<file path="config.mk">
export PLATFORM = sky130hd
export DESIGN_NAME = binary_modular_inverse
export DESIGN_NICKNAME = d
export VERILOG_FILES = /design/src/design/bmi_pkg.sv /design/src/design/bmi_step.sv /design/src/design/bmi_core.sv /design/src/design/binary_modular_inverse.sv
export SDC_FILE = /design/constraint.sdc
export NUM_CORES = 1
export LEC_CHECK = 0
export ABC_AREA = 1
export ABC_CLOCK_PERIOD_IN_PS = 6280
export BUFFER_PORTS_ARGS = -buffer_cell sky130_fd_sc_hd__buf_2
export CAP_MARGIN = 20
export CORE_ASPECT_RATIO = 1.5
export CORE_UTILIZATION = 49
export DETAILED_ROUTE_END_ITERATION = 10
export HOLD_SLACK_MARGIN = 0.02
export PLACE_DENSITY_LB_ADDON = 0.05
export SLEW_MARGIN = 15
export SYNTH_ARGS = -nofsm -noshare
export SYNTH_HDL_FRONTEND = slang
export SYNTH_SLANG_ARGS = --single-unit
</file>
<file path="constraint.sdc">
create_clock -name clk -period 6.28 [get_ports clk]
set_input_delay 0.314 -clock clk [delete_from_list [all_inputs] [get_ports clk]]
set_output_delay 0.314 -clock clk [all_outputs]
set_load 0.02 [all_outputs]
</file>
<file path="src/design/bmi_pkg.sv">
// Package for the binary modular inverse block.
// Holds the operand width, derived widths, sequencer states and the result type.
// No dependencies.
package bmi_pkg;

	// Operand width of value and modulus
	localparam int WIDTH = 32;
	// A positive modulus and every residue fit in one bit less
	localparam int RES_W = WIDTH - 1;
	// Bit counter for one pass of the shift-subtract unit
	localparam int CNT_W = $clog2(WIDTH);
	localparam logic [CNT_W-1:0] CNT_LAST = CNT_W'(WIDTH - 1);
	// Stream widths: two operands in, inverse padded to whole bytes out
	localparam int IN_TDATA_W  = 2 * WIDTH;
	localparam int OUT_TDATA_W = ((RES_W + 7) / 8) * 8;

	typedef enum logic [2:0] {
		ST_IDLE,
		ST_REDUCE,
		ST_FIX,
		ST_CHECK,
		ST_DIV,
		ST_UPDATE,
		ST_DONE
	} state_t;

	typedef struct packed {
		logic             no_inverse;
		logic [RES_W-1:0] inverse;
	} res_t;

endpackage

</file>
<file path="src/design/bmi_step.sv">
// One step of the shared shift-subtract unit: restoring division by one bit
// and the matching Horner step of (quotient * addend) mod modulus.
// Depends on bmi_pkg.
module bmi_step import bmi_pkg::*; (
	input  logic [RES_W-1:0] rem,
	input  logic             din,
	input  logic [RES_W-1:0] divisor,
	input  logic [RES_W-1:0] acc,
	input  logic [RES_W-1:0] addend,
	input  logic [RES_W-1:0] modulus,
	output logic [RES_W-1:0] rem_nx,
	output logic [RES_W-1:0] acc_nx
);

	logic [WIDTH-1:0] shifted;
	logic [WIDTH-1:0] diff;
	logic             take;
	logic [WIDTH-1:0] dbl;
	logic [WIDTH-1:0] dbl_red;
	logic [WIDTH-1:0] sum;
	logic [WIDTH-1:0] sum_red;

	// Bring in the next dividend bit and subtract the divisor when it fits
	always_comb begin
		shifted = {rem, din};
		take    = shifted >= {1'b0, divisor};
		diff    = shifted - {1'b0, divisor};
		rem_nx  = take ? diff[RES_W-1:0] : shifted[RES_W-1:0];
	end

	// Double the product so far mod modulus, then add the addend on a quotient one
	always_comb begin
		dbl     = {acc, 1'b0};
		dbl_red = (dbl >= {1'b0, modulus}) ? dbl - {1'b0, modulus} : dbl;
		sum     = dbl_red + (take ? {1'b0, addend} : '0);
		sum_red = (sum >= {1'b0, modulus}) ? sum - {1'b0, modulus} : sum;
		acc_nx  = sum_red[RES_W-1:0];
	end

endmodule

</file>
<file path="src/design/bmi_core.sv">
// Sequencer and registers of the modular inverse: reduction of the value,
// Euclid steps on the shared shift-subtract unit, and the final check.
// Depends on bmi_pkg and bmi_step.
module bmi_core import bmi_pkg::*; (
	input  logic             clk,
	input  logic             arst_n,
	input  logic             in_valid,
	output logic             in_ready,
	input  logic [WIDTH-1:0] in_value,
	input  logic [WIDTH-1:0] in_modulus,
	output logic             res_valid,
	input  logic             res_ready,
	output res_t             res
);

	state_t           state_q, state_d;
	logic [CNT_W-1:0] cnt_q;
	logic [WIDTH-1:0] dvd_q;
	logic [RES_W-1:0] rem_q, acc_q;
	logic [RES_W-1:0] m_q, r0_q, r1_q, t0_q, t1_q;
	logic             neg_q;
	res_t             res_q;

	logic             in_fire;
	logic             bad_mod;
	logic [RES_W-1:0] divisor;
	logic [RES_W-1:0] rem_nx, acc_nx;
	logic [RES_W-1:0] reduced;
	logic [RES_W-1:0] t_next;

	assign in_fire = in_valid && in_ready;
	assign bad_mod = in_modulus[WIDTH-1] || (in_modulus == '0);
	assign divisor = (state_q == ST_REDUCE) ? m_q : r1_q;

	bmi_step u_step (
		.rem     (rem_q),
		.din     (dvd_q[WIDTH-1]),
		.divisor (divisor),
		.acc     (acc_q),
		.addend  (t1_q),
		.modulus (m_q),
		.rem_nx  (rem_nx),
		.acc_nx  (acc_nx)
	);

	// Residue of the value, and t0 - q*t1 mod modulus
	assign reduced = (neg_q && rem_q != '0) ? m_q - rem_q : rem_q;
	assign t_next  = (t0_q >= acc_q) ? t0_q - acc_q : t0_q + (m_q - acc_q);

	// State register
	always_ff @(posedge clk or negedge arst_n) begin
		if (!arst_n) begin
			state_q <= ST_IDLE;
		end else begin
			state_q <= state_d;
		end
	end

	// Next state and handshake outputs
	always_comb begin
		state_d   = state_q;
		in_ready  = 1'b0;
		res_valid = 1'b0;
		case (state_q)
			ST_IDLE: begin
				in_ready = 1'b1;
				if (in_valid) begin
					state_d = bad_mod ? ST_DONE : ST_REDUCE;
				end
			end
			ST_REDUCE: begin
				if (cnt_q == '0) begin
					state_d = ST_FIX;
				end
			end
			ST_FIX: begin
				state_d = ST_CHECK;
			end
			ST_CHECK: begin
				state_d = (r1_q == '0) ? ST_DONE : ST_DIV;
			end
			ST_DIV: begin
				if (cnt_q == '0) begin
					state_d = ST_UPDATE;
				end
			end
			ST_UPDATE: begin
				state_d = ST_CHECK;
			end
			ST_DONE: begin
				res_valid = 1'b1;
				if (res_ready) begin
					state_d = ST_IDLE;
				end
			end
			default: begin
				state_d = ST_IDLE;
			end
		endcase
	end

	// Bit counter of the shared unit
	always_ff @(posedge clk or negedge arst_n) begin
		if (!arst_n) begin
			cnt_q <= '0;
		end else if (in_fire || state_q == ST_CHECK) begin
			cnt_q <= CNT_LAST;
		end else if (state_q == ST_REDUCE || state_q == ST_DIV) begin
			cnt_q <= cnt_q - 1'b1;
		end
	end

	// Datapath registers
	always_ff @(posedge clk) begin
		case (state_q)
			ST_IDLE: begin
				if (in_valid) begin
					m_q   <= in_modulus[RES_W-1:0];
					neg_q <= in_value[WIDTH-1];
					dvd_q <= in_value[WIDTH-1] ? '0 - in_value : in_value;
					rem_q <= '0;
					res_q <= '{no_inverse: 1'b1, inverse: '0};
				end
			end
			ST_REDUCE, ST_DIV: begin
				rem_q <= rem_nx;
				acc_q <= acc_nx;
				dvd_q <= {dvd_q[WIDTH-2:0], 1'b0};
			end
			ST_FIX: begin
				r0_q <= m_q;
				r1_q <= reduced;
				t0_q <= '0;
				t1_q <= (m_q == RES_W'(1)) ? '0 : RES_W'(1);
			end
			ST_CHECK: begin
				dvd_q <= {1'b0, r0_q};
				rem_q <= '0;
				acc_q <= '0;
				if (r1_q == '0) begin
					if (r0_q == RES_W'(1)) begin
						res_q <= '{no_inverse: 1'b0, inverse: t0_q};
					end else begin
						res_q <= '{no_inverse: 1'b1, inverse: '0};
					end
				end
			end
			ST_UPDATE: begin
				r0_q <= r1_q;
				r1_q <= rem_q;
				t0_q <= t1_q;
				t1_q <= t_next;
			end
			default: begin
			end
		endcase
	end

	assign res = res_q;

	// Invalid modulus goes straight to a no-inverse result
	a_bad_mod: assert property (@(posedge clk) disable iff (!arst_n)
		in_fire && bad_mod |=> state_q == ST_DONE && res_q.no_inverse)
		else $error("bad modulus did not give a no-inverse result");

	// Partial remainder stays below the divisor during a pass
	a_rem_bound: assert property (@(posedge clk) disable iff (!arst_n)
		(state_q == ST_REDUCE || state_q == ST_DIV) |-> rem_q < divisor)
		else $error("partial remainder reached the divisor");

	// Euclid invariants at each check
	a_euclid_bound: assert property (@(posedge clk) disable iff (!arst_n)
		state_q == ST_CHECK |-> r1_q < r0_q && t0_q < m_q && t1_q < m_q)
		else $error("Euclid registers out of range");

	// A found inverse is a residue; a missing one reads as zero
	a_result: assert property (@(posedge clk) disable iff (!arst_n)
		state_q == ST_DONE |->
			(res_q.no_inverse ? res_q.inverse == '0 : res_q.inverse < m_q))
		else $error("result out of range");

endmodule

</file>
<file path="src/design/binary_modular_inverse.sv">
// Top level of the binary modular inverse block: stream ports and output register.
// Depends on bmi_pkg and bmi_core.
//
//  channel   | direction | tdata (low bit up)            | tuser
//  s_axis    | in        | value[31:0], modulus[63:32]   | -
//  m_axis    | out       | inverse[30:0], zero pad [31]  | no_inverse
//
// One item at a time. An invalid modulus (zero or negative) finishes in the cycle
// after acceptance. Otherwise the value is first reduced mod the modulus, then
// each Euclid step is one pass of the shared shift-subtract unit over the 32-bit
// dividend plus check and update; up to about 45 steps for 31-bit operands.
// Reset is asynchronous and clears the sequencer and the output valid.
// A result held in the output register does not block the next beat on s_axis;
// the core stalls only when it finishes while that register is still full.
module binary_modular_inverse import bmi_pkg::*; (
	input  logic                   clk,
	input  logic                   arst_n,
	input  logic                   s_axis_tvalid,
	output logic                   s_axis_tready,
	input  logic [IN_TDATA_W-1:0]  s_axis_tdata,   // value, modulus
	output logic                   m_axis_tvalid,
	input  logic                   m_axis_tready,
	output logic [OUT_TDATA_W-1:0] m_axis_tdata,   // inverse, zero pad
	output logic                   m_axis_tuser    // no_inverse
);

	logic             res_valid;
	logic             res_ready;
	res_t             res;
	logic             out_valid_q;
	res_t             out_q;

	bmi_core u_core (
		.clk        (clk),
		.arst_n     (arst_n),
		.in_valid   (s_axis_tvalid),
		.in_ready   (s_axis_tready),
		.in_value   (s_axis_tdata[WIDTH-1:0]),
		.in_modulus (s_axis_tdata[IN_TDATA_W-1:WIDTH]),
		.res_valid  (res_valid),
		.res_ready  (res_ready),
		.res        (res)
	);

	// Take a new result when the output register is empty or being drained
	assign res_ready = !out_valid_q || m_axis_tready;

	// Output beat valid
	always_ff @(posedge clk or negedge arst_n) begin
		if (!arst_n) begin
			out_valid_q <= 1'b0;
		end else if (res_ready) begin
			out_valid_q <= res_valid;
		end
	end

	// Output beat payload: hold while stalled
	always_ff @(posedge clk) begin
		if (res_ready && res_valid) begin
			out_q <= res;
		end
	end

	assign m_axis_tvalid = out_valid_q;
	assign m_axis_tdata  = OUT_TDATA_W'(out_q.inverse);
	assign m_axis_tuser  = out_q.no_inverse;

endmodule

</file>
== Word-level counts from Yosys, hierarchy flattened ==
Index checks and enable logic that the tools add are counted.

* Flip-flop bits (word level): 323
* Output and inout port bits: 35

* Add/subtract/negate cells: 10
* $lt $le $gt $ge: 4
* Eq/ne operators: 13
* Muxes and demuxes: 33
* Reductions and logical operators: 24

{| class="wikitable"
|+ Operator list
! kind !! number
|-
| $pmux 31 s2 || 5
|-
| $mux 31 || 7
|-
| $mux 32 || 6
|-
| $sub 31x31->31 || 5
|-
| $ge 32x31->1 || 3
|-
| $pmux 32 s3 || 1
|-
| $pmux 31 s3 || 1
|-
| $pmux 32 s2 || 1
|-
| $eq 31x1->1 const B || 2
|-
| $add 32x31->32 || 1
|-
| $logic_not 32->1 || 1
|-
| $sub 1x32->32 const A || 1
|-
| $sub 32x31->32 || 1
|-
| $add 31x31->31 || 1
|-
| $ge 31x31->1 || 1
|-
| $logic_not 31->1 || 1
|-
| $reduce_bool 31->1 || 1
|-
| $pmux 3 s6 || 1
|-
| $mux 3 || 5
|-
| $mux 5 || 2
|-
| $eq 3x3->1 const B || 3
|-
| $reduce_bool 2->1 || 4
|-
| $eq 3x2->1 const B || 2
|-
| $ne 2x1->1 const B || 3
|-
| other kinds (15) || 25
|}

== Longest topological paths before layout ==
* Depth after elaboration: 8
* Depth in mapped cells: 49
* Depth with buffers taken out: 45

== Hierarchy ==
A second synthesis with hierarchy kept.

* Cell total of the unflattened synthesis: 4521
* Area, all modules: 30641.9 µm²

{| class="wikitable"
|+ Modules (own cells, without submodules)
! module !! instances !! cells an instance !! area an instance (µm²)
|-
| bmi_core || 1 || 2771 || 20602.3
|-
| bmi_step || 1 || 1710 || 9022.4
|-
| binary_modular_inverse || 1 || 40 || 1017.2
|}

== Worst setup path after synthesis ==
No wires, ideal clock.

* Kind: register to register
* Start: register u_core.state_q[0]
* End: register u_core.acc_q[13] (data pin)
* Setup time: 0.253 ns
* Arrival time: 5.692 ns
* Data required time: 6.027 ns
* Slack: 0.335 ns
* Cell stages (with the launch flop): 45
* Clock period less this slack: 5.945 ns
* Cell sequence: dfrtp_1 > inv_1 > nor2_1 > inv_1 > nor2_2 > clkbuf_1 > o21ai_0 > fa_1 > nand3_1 > nand2_1 > a21oi_1 > o21bai_2 > nand2_1 > nand3_1 > buf_4 > buf_2 > nand2_1 > inv_1 > [9 not listed] > nand2_1 > nand2_1 > inv_1 > ha_1 > nand2_1 > nor2_1 > inv_1 > nor3_1 > nand2_1 > nand3_1 > nand2_1 > nand2_1 > nand2_1 > nand3_2 > nor2_4 > buf_6 > nor2_1 > nor2_1

* Cells in the longest elaborated chain, start to end: 8
* Elaborated cells between the ends (all ways): 12
* Classes of those cells: add/sub (2); order compare (2); eq/ne (3); mux (4); reduce/logical (1)

{| class="wikitable"
|+ Ends and longest elaborated chain
! item !! line !! text
|-
| start, declared || bmi_core.sv:16 || <nowiki>state_t state_q, state_d;</nowiki>
|-
| start signal, assigned || bmi_core.sv:55 || <nowiki>state_q <= state_d;</nowiki>
|-
| $eq 3x1->1 || bmi_core.sv:33, bmi_core.sv:115 ||
|-
| $mux 31 || bmi_core.sv:33 || <nowiki>assign divisor = (state_q == ST_REDUCE) ? m_q : r1_q;</nowiki>
|-
| $ge 32x31->1 || bmi_step.sv:26 || <nowiki>take = shifted >= {1'b0, divisor};</nowiki>
|-
| $mux 31 || bmi_step.sv:35 || <nowiki>sum = dbl_red + (take ? {1'b0, addend} : '0);</nowiki>
|-
| $add 32x31->32 || bmi_step.sv:35 ||
|-
| $sub 31x31->31 or $ge 32x31->1 (tied branches) || bmi_step.sv:36 || <nowiki>sum_red = (sum >= {1'b0, modulus}) ? sum - {1'b0, modulus} : sum;</nowiki>
|-
| $mux 31 || bmi_step.sv:36 ||
|-
| $pmux 31 s2 * || bmi_core.sv:115 || <nowiki>case (state_q)</nowiki>
|-
| end signal, assigned || bmi_core.sv:127 || <nowiki>acc_q <= acc_nx;</nowiki>
|-
| end, declared || bmi_core.sv:19 || <nowiki>logic [RES_W-1:0] rem_q, acc_q;</nowiki>
|}

Every way passes the cells marked *; elsewhere a longest branch is shown, timed or not.
A chain may end at the register's enable or synchronous reset.

== Worst setup path in the final report ==
* Start: register u_core.state_q[1]
* End: register u_core.acc_q[2] (data pin)

The elaborated chain is that of the path after synthesis.

==> summary.txt <==
status -> finished with violations
violated checks -> negative setup slack
post-route clock period utilization -> 1.01
most used cell along the critical path -> buf_6
Net Count, Synth -> 4284
core area -> 58100 um^2
1st-iter DRT viols -> 2159
share of the synthesized area in the top cell type -> 0.326
Setup CP Type -> reg2reg
# rows -> 108
Detailed Routing Iterations Pass 1 -> 6
TritonCTS clock tree -> yes
Yosys warnings -> 0
Die H -> 300 um
final setup fails -> 12
starting density of the core -> 0.498
Vias -> 30900
area leader, netlist -> edfxtp_1
dominant cells by area after synthesis -> edfxtp_1 (33%), nand2_1 (11%), ha_1 (9.5%)
Layout area overhead -> 34.5%
Hold Crit Class -> in2reg
IO Pins -> 103
number of global-route vias before repair -> 30100
Post-synth EDFFs -> 314
Setup crit end kind -> flop
layout filler cell count -> 5133
CP bufs+invs -> 13
leading cell type in the layout, fill and taps excluded -> nand2_1
Mapped Cells -> 3961
Net count, final -> 5029
Most used DFF post-synth -> edfxtp_1
register area -> 9650 um^2
worst skew pair latency -> 0.61 ns
Data arrival, critical path -> 6.69 ns
Yosys reg bits -> 323
Port Buffers -> 101
area occupied by multi-input gates -> 18500 um^2
RSZ-0062 raised after global routing -> true
f_max -> 158 MHz
number of vias per cell -> 5.61
CTS Root Cell -> clkbuf_16
final hold violation count -> 0
worst hold slack -> 0.0757 ns
Slowest-stage cell, CP -> dfrtp_1
largest net degree at the start of global routing -> 67
initial antenna violation count -> 0
Num CTS Buffers -> 37
DR DRC count -> 0
ys async rst share -> 0.0279
sequential area share after synthesis -> 0.334
Least-Margin Pin Slew -> 1.31 ns
slew margin rel. -> 0.119
GRT overflow -> 0
Crit path largest cell delay -> 0.38 ns
startpoint types -> flop
CTS clock-pin slew for the worst setup and hold paths -> 0.07 ns
H-tree depth -> 2
maximum capacitance violations -> 0
clock sink count -> 323
Mean Syn Cell Area -> 7.30 um^2
CTS Buffer Depth -> 3
Pins Over Slew Limit -> 0
Die ar. -> 60000 um^2
share of post-route cells with drive strength above 1 -> 0.262
Total Routed Length -> 123000 um
Final ANT Viol Nets -> 0
Detail Placement HPWL -> 97200 um
CP top delay family -> simple AND/OR/NAND/NOR gates
Req. time, crit path -> 6.64 ns
Mapped Area -> 28900 um^2
Antenna diodes -> 0
most frequent cells in the layout -> nand2_1 (761), buf_4 (604), inv_1 (570), nor2_1 (388), edfxtp_1 (314)
GRT Util Overall -> 0.390
Post-Route Skew -> 0.0323 ns
Die W -> 200 um
GP Congestion -> 1.03
Final min period -> 6.33 ns
Routed wire per std cell -> 22.4 um
setup ws final -> -0.0524 ns
CP max FO -> 8
count of cell types in the netlist -> 59
first-pass GRT wire length -> 174000 um
==> cells in the mapped netlist, types with 36 or more instances <==
cell type    n
a21oi_1    338
clkbuf_1    40
edfxtp_1   314
fa_1        36
ha_1       219
inv_1      617
nand2_1    848
nand3_1    151
nand4_1     78
nor2_1     463
nor3_1      48
nor4_1      36
o21ai_0    311
xnor2_1     61
xor2_1     104
==> per-stage QoR <==
step           setup slack, ns  std cells  TNS [ns]  cell area [um^2]   util
6_report               -0.0524       5504    -0.285             38900  0.669
5_1_grt                 -0.273       5504     -6.43             38900  0.669
4_1_cts                 -0.114       5456     -2.63             36500  0.628
3_5_place_dp            -0.685       5342    -20.26             34600  0.595
3_3_place_gp            -0.712       5341    -21.32             34500  0.595
2_1_floorplan            0.335       3961         0             28900      -
==> worst paths after layout <==
check,start,to,slack (ns),depth (start not counted)
min,s_axis_tdata[26],u_core.dvd_q[26]$_DFFE_PP_,0.08,3
max reg2reg,u_core.state_q[1]$_DFFE_PN0P_,u_core.acc_q[2]$_SDFFCE_PP0N_,-0.05,43
min in group asynchronous,arst_n,u_core.cnt_q[3]$_DFFE_PN0P_,0.14,2
max,u_core.state_q[1]$_DFFE_PN0P_,u_core.acc_q[2]$_SDFFCE_PP0N_,-0.05,43
min reg2reg,u_core.res[9]$_SDFFCE_PN0P_,m_axis_tdata[9]$_DFFE_PP_,0.42,0
max in group asynchronous,arst_n,u_core.cnt_q[0]$_DFFE_PN0P_,5.92,2
==> cell families (layout without fill, tap and decap cells) <==
| family | Yosys count | count (layout) | synth area share |
|---|---|---|---|
| and+or+nand+nor | 1682 | 1686 | 0.244 |
| AOI/OAI and AO/OA | 828 | 828 | 0.158 |
| buffers and inverters | 707 | 1476 | 0.0946 |
| DFF | 323 | 323 | 0.334 |
| adders and majority gates | 255 | 255 | 0.120 |
| xor gates and xnor gates | 165 | 165 | 0.0500 |
| other | 1 | 1 | 0.000130 |
==> tightest hold or removal path, cell delays in order <==
cell and delay [ns]:
buf_2 0.12, o21ai_1 0.08, nand2_1 0.05
==> final cells by class <==
| cell class | count | area share |
|---|---|---|
| clock buffers | 39 | 0.0245 |
| clock inverters | 28 | 0.00798 |
| inverters | 625 | 0.0606 |
| multi-input cells | 2935 | 0.477 |
| flip-flops and latches | 323 | 0.248 |
| well taps | 770 | 0.0248 |
| repair buffers | 784 | 0.157 |
==> per-layer routing <==
layer,GRT usage,up-vias,wire length [um]
met5,0,-,0
met4,0.383,0,15000
met3,0.0456,508,5940
met2,0.700,1183,60700
met1,0.388,14400,41400
li1,-,14700,-
==> repair_timing <==
item                                    in CTS  in global routing
gates cloned                                 5                  8
hold buffers                                33                  0
endpoints found under the hold margin       41                  0
gates resized for setup                     39                471
endpoints found under the setup margin      31                 31
pin swaps                                    5                 94
buffers inserted                             9                 42
Power is left out: the tool's default activity adds up to more than one toggle a clock period on the data nets, which glitch-free logic cannot reach.
